--- src/hw/rtl/tdp_pkg.sv ---
// shared types and state codes for the trial division primality test
`default_nettype none

package tdp_pkg;

    // control from the sequencer to the serial divider
    typedef struct packed {
        logic start;
    } t_div_ctl;

    // status from the serial divider to the sequencer
    typedef struct packed {
        logic busy;
        logic done;
    } t_div_sts;

    // sequencer state encoding
    typedef logic [1:0] t_state;

    localparam t_state ST_IDLE = 2'd0;
    localparam t_state ST_DIV  = 2'd1;
    localparam t_state ST_DONE = 2'd2;

endpackage

`default_nettype wire

--- src/hw/rtl/tdp_div.sv ---
// bit-serial restoring divider: one quotient bit per cycle
`default_nettype none

module tdp_div #(
    parameter int NUM_WIDTH = 32
) (
    input  wire                     i_clk,
    input  wire                     i_rst_n,
    input  tdp_pkg::t_div_ctl       i_ctl,
    input  wire [NUM_WIDTH-1:0]     i_dividend,
    input  wire [NUM_WIDTH-1:0]     i_divisor,
    output tdp_pkg::t_div_sts       o_sts,
    output logic [NUM_WIDTH-1:0]    o_quotient,
    output logic [NUM_WIDTH-1:0]    o_remainder
);
    import tdp_pkg::*;

    localparam int CNT_W = (NUM_WIDTH > 1) ? $clog2(NUM_WIDTH) : 1;

    logic                 r_busy, n_busy;
    logic                 r_done, n_done;
    logic [CNT_W-1:0]     r_cnt, n_cnt;
    logic [NUM_WIDTH-1:0] r_dvd, n_dvd;
    logic [NUM_WIDTH-1:0] r_dsr, n_dsr;
    logic [NUM_WIDTH-1:0] r_quo, n_quo;
    logic [NUM_WIDTH-1:0] r_rem, n_rem;

    logic [NUM_WIDTH:0]   trial;
    logic [NUM_WIDTH:0]   diff;
    logic                 fits;

    // one restoring step: bring down the next dividend bit and try the subtract
    always_comb begin
        trial = {r_rem, r_dvd[NUM_WIDTH-1]};
        diff  = trial - {1'b0, r_dsr};
        fits  = (trial >= {1'b0, r_dsr});
    end

    // step sequencing
    always_comb begin
        n_busy = r_busy;
        n_done = 1'b0;
        n_cnt  = r_cnt;
        n_dvd  = r_dvd;
        n_dsr  = r_dsr;
        n_quo  = r_quo;
        n_rem  = r_rem;
        if (i_ctl.start && !r_busy) begin
            n_busy = 1'b1;
            n_cnt  = '0;
            n_dvd  = i_dividend;
            n_dsr  = i_divisor;
            n_quo  = '0;
            n_rem  = '0;
        end else if (r_busy) begin
            n_dvd = {r_dvd[NUM_WIDTH-2:0], 1'b0};
            n_quo = {r_quo[NUM_WIDTH-2:0], fits};
            n_rem = fits ? diff[NUM_WIDTH-1:0] : trial[NUM_WIDTH-1:0];
            n_cnt = r_cnt + CNT_W'(1);
            if (r_cnt == CNT_W'(NUM_WIDTH - 1)) begin
                n_busy = 1'b0;
                n_done = 1'b1;
            end
        end
    end

    // control registers
    always_ff @(posedge i_clk) begin
        if (!i_rst_n) begin
            r_busy <= 1'b0;
            r_done <= 1'b0;
            r_cnt  <= '0;
        end else begin
            r_busy <= n_busy;
            r_done <= n_done;
            r_cnt  <= n_cnt;
        end
    end

    // datapath shift registers
    always_ff @(posedge i_clk) begin
        r_dvd <= n_dvd;
        r_dsr <= n_dsr;
        r_quo <= n_quo;
        r_rem <= n_rem;
    end

    assign o_sts.busy  = r_busy;
    assign o_sts.done  = r_done;
    assign o_quotient  = r_quo;
    assign o_remainder = r_rem;

endmodule

`default_nettype wire

--- config.mk ---
export PLATFORM = sky130hd
export DESIGN_NAME = tdp_div
export DESIGN_NICKNAME = d
export VERILOG_FILES = /design/src/hw/rtl/tdp_pkg.sv /design/src/hw/rtl/tdp_div.sv
export SDC_FILE = /design/constraint.sdc
export NUM_CORES = 1
export LEC_CHECK = 0
export ABC_AREA = 1
export BUFFER_PORTS_ARGS = -buffer_cell sky130_fd_sc_hd__buf_2
export CAP_MARGIN = 0
export CORE_MARGIN = 2
export CORE_UTILIZATION = 52
export DETAILED_ROUTE_END_ITERATION = 8
export GPL_ROUTABILITY_DRIVEN = 0
export PLACE_DENSITY = 0.81
export REMOVE_ABC_BUFFERS = 1
export SETUP_SLACK_MARGIN = 0.15
export SKIP_LAST_GASP = 1
export SLEW_MARGIN = 20
export SYNTH_ARGS = -nofsm -noshare
export SYNTH_HDL_FRONTEND = slang
export SYNTH_SLANG_ARGS = --single-unit
--- constraint.sdc ---
create_clock -name i_clk -period 5.85 [get_ports i_clk]
set_input_delay 0.585 -clock i_clk [delete_from_list [all_inputs] [get_ports i_clk]]
set_output_delay 0.585 -clock i_clk [all_outputs]
set_load 0.05 [all_outputs]
# Word level (Yosys, flattened, before mapping)
# Cells that the tools add are included.
[totals]
reg_bits = 135
input_bits = 67
out_inout_bits = 66
wordCells = 25
[classes]
add_sub_neg = 2
magnitude_cmp = 1
eq_ne = 1
mux = 7
bitwise_logic = 2
reduce_logical = 5
[ops]
columns = ["cell", "n"]
rows = [
  ["$mux 32", 3],
  ["$ge 33x32->1", 1],
  ["$sub 32x32->32", 1],
  ["$add 5x1->5 const B", 1],
  ["$eq 5x5->1 const B", 1],
  ["$mux 1", 4],
  ["$reduce_or 3->1", 1],
  ["$not 1->1", 2],
  ["$reduce_bool 2->1", 1],
  ["$reduce_or 2->1", 1],
  ["$logic_and 1x1->1", 1],
  ["$logic_not 1->1", 1],
]

# Depth between registers and ports, before layout
# Gate-level depths: netlist of the first run.
[logic_depth]
ltp_word = 4
ltp_mapped = 17
depth_no_buf = 16

# Worst setup path before layout of the first run
# OpenSTA, ideal clock, no wires.
[synth_path]
path_kind = "input to register"
from = "input i_ctl"
to = "register r_dsr[0], enable pin"
t_arrival_ps = 1936
t_required_ps = 5441
setup_slack_ps = 3505
path_stages = 3
path_buffers = 1
path_cell_list = "inv_1 -> nor2_1 -> clkbuf_1"
[synth_via]
elab_chain_cells = 1
[synth_rtl]
columns = ["item", "line", "source"]
rows = [
  ["start, declared", "tdp_div.sv:9", "input tdp_pkg::t_div_ctl i_ctl,"],
  ["$logic_and 1x1->1", "tdp_div.sv:48", "if (i_ctl.start && !r_busy) begin"],
  ["end signal, assigned", "tdp_div.sv:83", "r_dsr <= n_dsr;"],
  ["end, declared", "tdp_div.sv:24", "logic [NUM_WIDTH-1:0] r_dsr, n_dsr;"],
]
# Every way passes these cells.
# A chain may end at the register's enable or synchronous reset.

# Worst setup path in the final report of the first run
[layout_path]
from = "register r_dsr[20]"
to = "register r_quo[0] (netlist: o_quotient[0])"
[layout_via]
elab_chain_cells = 1
[layout_rtl]
columns = ["item", "line", "source"]
rows = [
  ["$ge 33x32->1", "tdp_div.sv:36", "fits = (trial >= {1'b0, r_dsr});"],
  ["end signal, assigned", "tdp_div.sv:84", "r_quo <= n_quo;"],
  ["end, declared", "tdp_div.sv:25", "logic [NUM_WIDTH-1:0] r_quo, n_quo;"],
]
# Every way passes these cells.

==> out/metrics.yaml, run 1 <==
status: "completed"
numPortBuffers: 132
relSlewSlack_pct: 32.2
r2r_cells: 14
synth_cell_types: 38
synth_area_leaders: "edfxtp_1, nand2_1, dfxtp_1"
cts_hold_buf: 0
cp-end-kind: "flip-flop"
cp.required_ns: 6.11
cts_inserted_buffers: 17
hold_viol_final: 0
finalCritPeriodShare_pct: 47.1
p_int_uw: 2280
multi_input_area_um2: 3570
r2r_slack_ns: 3.09
ys.flop_type: "dfxtp_1"
crit_slowest_cell: "nor2_4"
synthCells: 1103
root_buffer: "clkbuf_16"
cts_tree: "yes"
p_clk_share_pct: 26.7
p_seq_share_pct: 30.4
vdd_drop_max_mv: 0.249
yosys_warnings: 0
core_region_area_um2: 15000
cts.repair.resized: 0
period_needed_ns: 2.76
fin_total_pwr_uw: 3970
synth-seq-area-share_pct: 42.4
ios: 133
worst-path-buf-inv: 2
drt-initial-drc-count: 453
post-route-util_pct: 61.3
area_growth_syn_to_layout_pct: 16.8
power.switching_uw: 1690
die_x_um: 127
grt_pass1_vias: 7192
setup-tns-final_ns: 0
path_max_fanout: 33
crit_top_cell: "nand2_1"
p_sw_share_pct: 42.6
async_flop_share_pct: 0
syn_area_um2: 7880
grt_max_degree: 74
rsz0062_at_grt: "false"
start_util_pct: 52.4
setup_viol: 0
ant_nets: 0
cellLeakagePower_uw: 0.00491
drc_errors: 0
overflow: 0
synth_top_cell_by_area: "edfxtp_1"
drt-pass1-iter-count: 6
antenna_found_initial: 1
critPathMaxStageDelay_ns: 0.70
avgSynthCellArea_um2: 7.15
vias: 7249
maxSlewViolCount: 0
ys_ff_latch: 135
path_delay_family: "simple AND/OR/NAND/NOR gates"
dieArea_um2: 16200
maxCapViolCount: 0
post-dp-hpwl_um: 14200
hold_class: "in2reg"
worstPathArrival_ns: 3.02
hold_depth: 1
clock_latency_ns: 0.43
fillers: 1413
fmax_mhz: 363
die_h_um: 127
crit_type: "reg2reg"
routed_wl_um: 19800
rr_startpoint: "r_dsr[20]"
cts_max_path_buffers: 2
p_per_area_nw_per_um2: 431
reg2reg_to: "o_quotient[0]"
drive_gt1_share_pct: 15.7
synth-edff-count: 64
cts_setup_buffers: 0
clkSlewWorstSetupHoldPaths_ns: 0.07
path_cells: "inv_1, ha_1, nand2_2, inv_1, nand2_1, nand2_1, nand2_1, nand2_1, nand2_1, nand2_1, nor2_4, nand2_8, nand2_1, o21ai_0"
htreeDepth: 4
hp-start: "i_divisor[29]"
avgViaCountPerCell: 5.08
grt_pass1_wl_um: 33700
wl_per_cell_um: 13.9
clock-skew-final_ns: 0.0152
n_antenna_cell: 0
min_to: "r_dsr[29]"
synth_top_area_share_pct: 24.4
worst_pin_slew_ns: 1.02
register_area_um2: 3340
grt_usage_pct: 25.9
rows: 45
startpoint_type: "flip-flop"
power_frac_comb_pct: 42.9
fin_nets: 1329
cts.sinks: 135
metal layers:
layer	vias up	share of wire, %	global-route usage [%]
met5	-	0.086	0
met4	2	3.1	11.1
li1	3672	-	-
met1	3230	41	31.4
met2	292	46	42.5
met3	53	9.6	8.38
worst register-to-register path: cells and delay by family (launching register included):
kind	cells	cell delay [ns]
simple gates	10	1.72
compound gates	1	0.11
fa+ha+maj	1	0.35
buf+inv	2	0.08
flops	1	0.33
layout by cell type (no fill, tap or decap), drive strengths merged:
cell | netlist | layout
nand3b | 15 | 15
o21ai | 13 | 13
nand4 | 7 | 7
bufinv | 0 | 2
xor2 | 1 | 1
nor4 | 1 | 1
o22ai | 30 | 30
fa | 1 | 1
buf | 21 | 136
a21oi | 22 | 22
nor3 | 7 | 7
ha | 34 | 34
edfxtp | 64 | 64
o21a | 2 | 2
clkinvlp | 0 | 3
xnor2 | 13 | 13
o21bai | 3 | 3
clkbuf | 10 | 19
dfxtp | 71 | 71
nor2 | 54 | 54
a31oi | 1 | 1
nand3 | 80 | 80
and2 | 6 | 6
clkinv | 0 | 3
inv | 213 | 218
nand2 | 434 | 434
power groups by stage:
stage	Clock (µW)	Sequential [µW]	Combinational, µW
floorplan	0	1500	1010
global placement	0	1220	1660
detailed placement	0	1230	1680
CTS	1080	1210	1700
global route	1120	1230	1900
finish	1060	1210	1700
cell families after synthesis:
logic type / after synthesis / synth area share, %
compound gates: 71 / 5.25
flops: 135 / 42.4
buf+inv: 244 / 12.5
fa+ha+maj: 35 / 5.65
xor+xnor: 14 / 1.56
simple gates: 604 / 32.6
state kept, by name, summed over array words and instances (netlist names):
register,count
o_quotient,32
o_remainder,32
r_busy,1
r_cnt,5
r_done,1
r_dsr,32
r_dvd,32
synthesized netlist by cell type, types with 2 or more instances:
master and number:
nand2_1 423, inv_1 211, nand3_1 79, dfxtp_1 71
edfxtp_1 64, nor2_1 44, ha_1 34, o22ai_1 30
a21oi_1 21, nand3b_1 15, xnor2_1 13, clkbuf_1 10
nand2_2 9, o21ai_1 9, nand4_1 7, and2_1 6
buf_1 6, buf_4 6, nor3_1 6, nor2_2 5
nor2_4 5, buf_2 4, buf_6 4, o21ai_0 3
o21bai_1 3, inv_2 2, o21a_1 2
per-stage QoR:
stage          cell area (µm²)  setup slack [ns]  hold WS (ns)  instances
5_1_grt                   9210              2.81         0.318       1428
3_5_place_dp              8630              3.11         0.446       1396
3_3_place_gp              8630              3.18         0.436       1396
6_report                  9210              3.09         0.325       1428
4_1_cts                   9210              3.08         0.313       1428
2_1_floorplan             7700             0.706         0.445       1072
worst max-delay path by stage:
stage / start / endpoint / slack [ns] / cells past startpoint
detailed placement: r_dsr[20] / o_quotient[0] / 3.11 / 14
floorplan: r_busy / r_cnt[3] / 0.71 / 4
global placement: r_dsr[20] / o_remainder[29] / 3.18 / 16
global route: r_dsr[20] / o_remainder[29] / 2.81 / 16
finish: r_dsr[20] / o_quotient[0] / 3.09 / 14
CTS: r_dsr[20] / o_quotient[0] / 3.08 / 14
layout make-up:
class	count	share of cell area, %
Sequential cell	135	36.3
Multi-Input combinational cell	724	38.7
Clock buffer	19	4.70
Clock inverter	13	1.56
Timing Repair Buffer	136	7.50
Inverter	213	8.68
Tap cell	188	2.55
Note: power is estimated with default switching activity, not from simulation.
==> inputs of run 2 (changes only) <==
--- a/config.mk
+++ b/config.mk
@@ -12,7 +12,7 @@
 export CORE_UTILIZATION = 52
 export DETAILED_ROUTE_END_ITERATION = 8
 export GPL_ROUTABILITY_DRIVEN = 0
-export PLACE_DENSITY = 0.81
+export PLACE_DENSITY = 0.84
 export REMOVE_ABC_BUFFERS = 1
 export SETUP_SLACK_MARGIN = 0.15
 export SKIP_LAST_GASP = 1
==> constraint.sdc (replaced) <==
create_clock -name i_clk -period 2.5 [get_ports i_clk]
set_input_delay 0.25 -clock i_clk [delete_from_list [all_inputs] [get_ports i_clk]]
set_output_delay 0.25 -clock i_clk [all_outputs]
set_load 0.05 [all_outputs]
==> run 2 against run 1 <==
  * Fmax is 16% higher
  * Count of clock-buffer cells in the layout down 2
  * Routed wire length rose by 6.7%
  * Global-route usage rose by 0.34 points
  * Highest routed layer is now met4
  * Combinational power grew to 2.5 times the previous value
  * Final area is 5.7% higher
  * Setup slack got worse by 3.0 ns
  * Sequential share of layout area fell by 1.9 points
  * Flip-flop and latch count is the same
  * Clock power up 130%
  * Clock skew shrank 0.0014 ns
  * Largest power group unchanged
  * Utilization grew 3.5 points
==> out/metrics.yaml, run 2 (same netlist as run 1, synthesis figures left out) <==
cellLeakagePower_uw: 0.00513  # +4.4%
wl_per_cell_um: 14.3  # +3.4%
clock-skew-final_ns: 0.0138  # -0.00139 ns
area_growth_syn_to_layout_pct: 23.4
cts_max_path_buffers: 2  # unchanged
rr_startpoint: "r_dsr[22]"
reg2reg_to: "o_remainder[17]"
start_util_pct: 52.4  # unchanged
period_needed_ns: 2.37  # -0.383 ns
clkSlewWorstSetupHoldPaths_ns: 0.06  # about the same
core_region_area_um2: 15000  # unchanged
die_h_um: 127  # unchanged
hp-start: "i_divisor[15]"
setup_viol: 0  # unchanged
ios: 133  # unchanged
cts_inserted_buffers: 17  # unchanged
final_cell_mix: "nand2_1, inv_1, buf_2, nand3_1, dfxtp_1"
status: "completed"
hold_depth: 1  # unchanged
fin_nets: 1375  # +3.5%
r2r_slack_ns: 0.13  # -2.97 ns
rsz0062_at_grt: "true"
grt_pass1_wl_um: 34100  # +1.2%
post-dp-hpwl_um: 14700  # +3.9%
startpoint_type: "flip-flop"
hold_class: "in2reg"
drt-pass1-iter-count: 7  # +1
vias: 7515  # +3.7%
ant_nets: 0  # unchanged
drt-initial-drc-count: 515  # +14%
hold_ws_ns: 0.00734  # -0.318 ns
min_to: "r_dsr[15]"
cp.required_ns: 2.87  # -3.24 ns
fin_total_pwr_uw: 9620  # +140%
crit_type: "reg2reg"
grt_usage_pct: 26.2  # +0.34 points
post-route-util_pct: 64.7  # +3.5 points
avgViaCountPerCell: 5.10  # +0.43%
hold_viol_final: 0  # unchanged
cts.sinks: 135  # unchanged
clock_latency_ns: 0.43  # about the same
rows: 45  # unchanged
grt_max_degree: 49  # -34%
cp-end-kind: "flip-flop"
worst_slack_ns: 0.125  # -2.97 ns
maxSlewViolCount: 0  # unchanged
root_buffer: "clkbuf_16"
die_x_um: 127  # unchanged
dp.cells: 1404  # +0.57%
antenna_found_initial: 0  # -1
fmax_mhz: 421  # +16%
final_common_cell: "nand2_1"
maxCapViolCount: 0  # unchanged
r2r_cells: 11  # -3
fin_cells: 1474  # +3.2%
drive_gt1_share_pct: 17.6  # +1.8 points
htreeDepth: 4  # unchanged
worstPathArrival_ns: 2.75  # -0.27 ns
path_max_fanout: 10  # -70%
vdd_drop_max_mv: 0.659  # +160%
overflow: 0  # unchanged
pre_cts_slack_ns: 0.157  # -2.95 ns
n_antenna_cell: 0  # unchanged
p_per_area_nw_per_um2: 989  # +130%
relSlewSlack_pct: 33.0  # +0.79 points
cts_tree: "yes"
drc_errors: 0  # unchanged
numPortBuffers: 132  # unchanged
grt_pass1_vias: 7300  # +1.5%
finalCritPeriodShare_pct: 95.0  # +48 points
routed_wl_um: 21100  # +6.7%
worst_pin_slew_ns: 1.00  # -0.0118 ns
dieArea_um2: 16200  # unchanged
## run 2: cell count changes in the layout (fill, tap and decap cells not counted), moves of 3 or more
| cell | delta |
|---|---|
| ha_2 | +4 |
| buf_4 | +12 |
| inv_8 | +3 |
| nand2_1 | -4 |
| dlygate4sd3_1 | +28 |
| ha_1 | -4 |
| clkinv_8 | +3 |
| nand2_2 | +4 |
## run 2: critical path, cell delays in order, from the launching register on
cell,delay (ns)
edfxtp_1,0.32
inv_1,0.04
ha_1,0.39
nand2_1,0.14
nor2_2,0.25
nand2_1,0.18
nor3_4,0.33
nand2_8,0.16
buf_4,0.22
nand3b_1,0.12
nand3_1,0.09
nand2_1,0.08
## run 2: cell type report
cell class | instances | area [µm²]
repair buffers | 180 | 1120
flip-flops and latches | 135 | 3340
clock inverters | 15 | 160
clock buffers | 17 | 425
inverters | 213 | 800
well taps | 188 | 235
multi-input cells | 726 | 3640
fillers | 1267 | 5300
## run 2: worst max-delay path by stage
stage / startpoint / endpoint / slack [ns] / cells after the start
after global routing: o_remainder[21] / o_remainder[31] / 0.06 / 12
after detailed placement: o_remainder[29] / o_remainder[4] / 0.16 / 12
after CTS: r_dsr[8] / o_quotient[0] / 0.22 / 14
after floorplan: r_busy / r_cnt[3] / -2.64 / 4
after global placement: r_dsr[30] / o_remainder[4] / 0.27 / 13
final: r_dsr[22] / o_remainder[17] / 0.13 / 11
## run 2: power by group
group / leakage, µW / internal (µW) / total [µW] / switching, µW
combinational: 0.00364 / 1390 / 4330 / 2940
clock: 0.000276 / 1330 / 2460 / 1130
sequential: 0.00121 / 2630 / 2840 / 204
total: 0.00513 / 5350 / 9620 / 4270
## run 2: what timing repair did
item	4_1_cts	5_1_grt
pin swaps	1	4
hold buffers	28	0
endpoints found under the setup margin	1	32
setup buffers	4	4
gates resized for setup	0	17
gates cloned	0	2
hold endpoints to repair	28	0
## run 2: per-stage QoR
| stage | setup TNS [ns] | instance area [µm²] |
|---|---|---|
| 6_report | 0 | 9730 |
| 5_1_grt | 0 | 9730 |
| 4_1_cts | 0 | 9620 |
| 3_5_place_dp | 0 | 8710 |
| 3_3_place_gp | 0 | 8710 |
| 2_1_floorplan | -219.15 | 7700 |
## run 2: layer usage
| layer | wire, µm | vias to the layer above | GRT usage (%) | share of wire, % |
|---|---|---|---|---|
| li1 | - | 3759 | - | - |
| met1 | 8640 | 3313 | 31.2 | 41 |
| met2 | 9660 | 358 | 43.3 | 46 |
| met3 | 1940 | 85 | 8.50 | 9.2 |
| met4 | 885 | 0 | 12.0 | 4.2 |
| met5 | 0 | - | 0 | 0 |
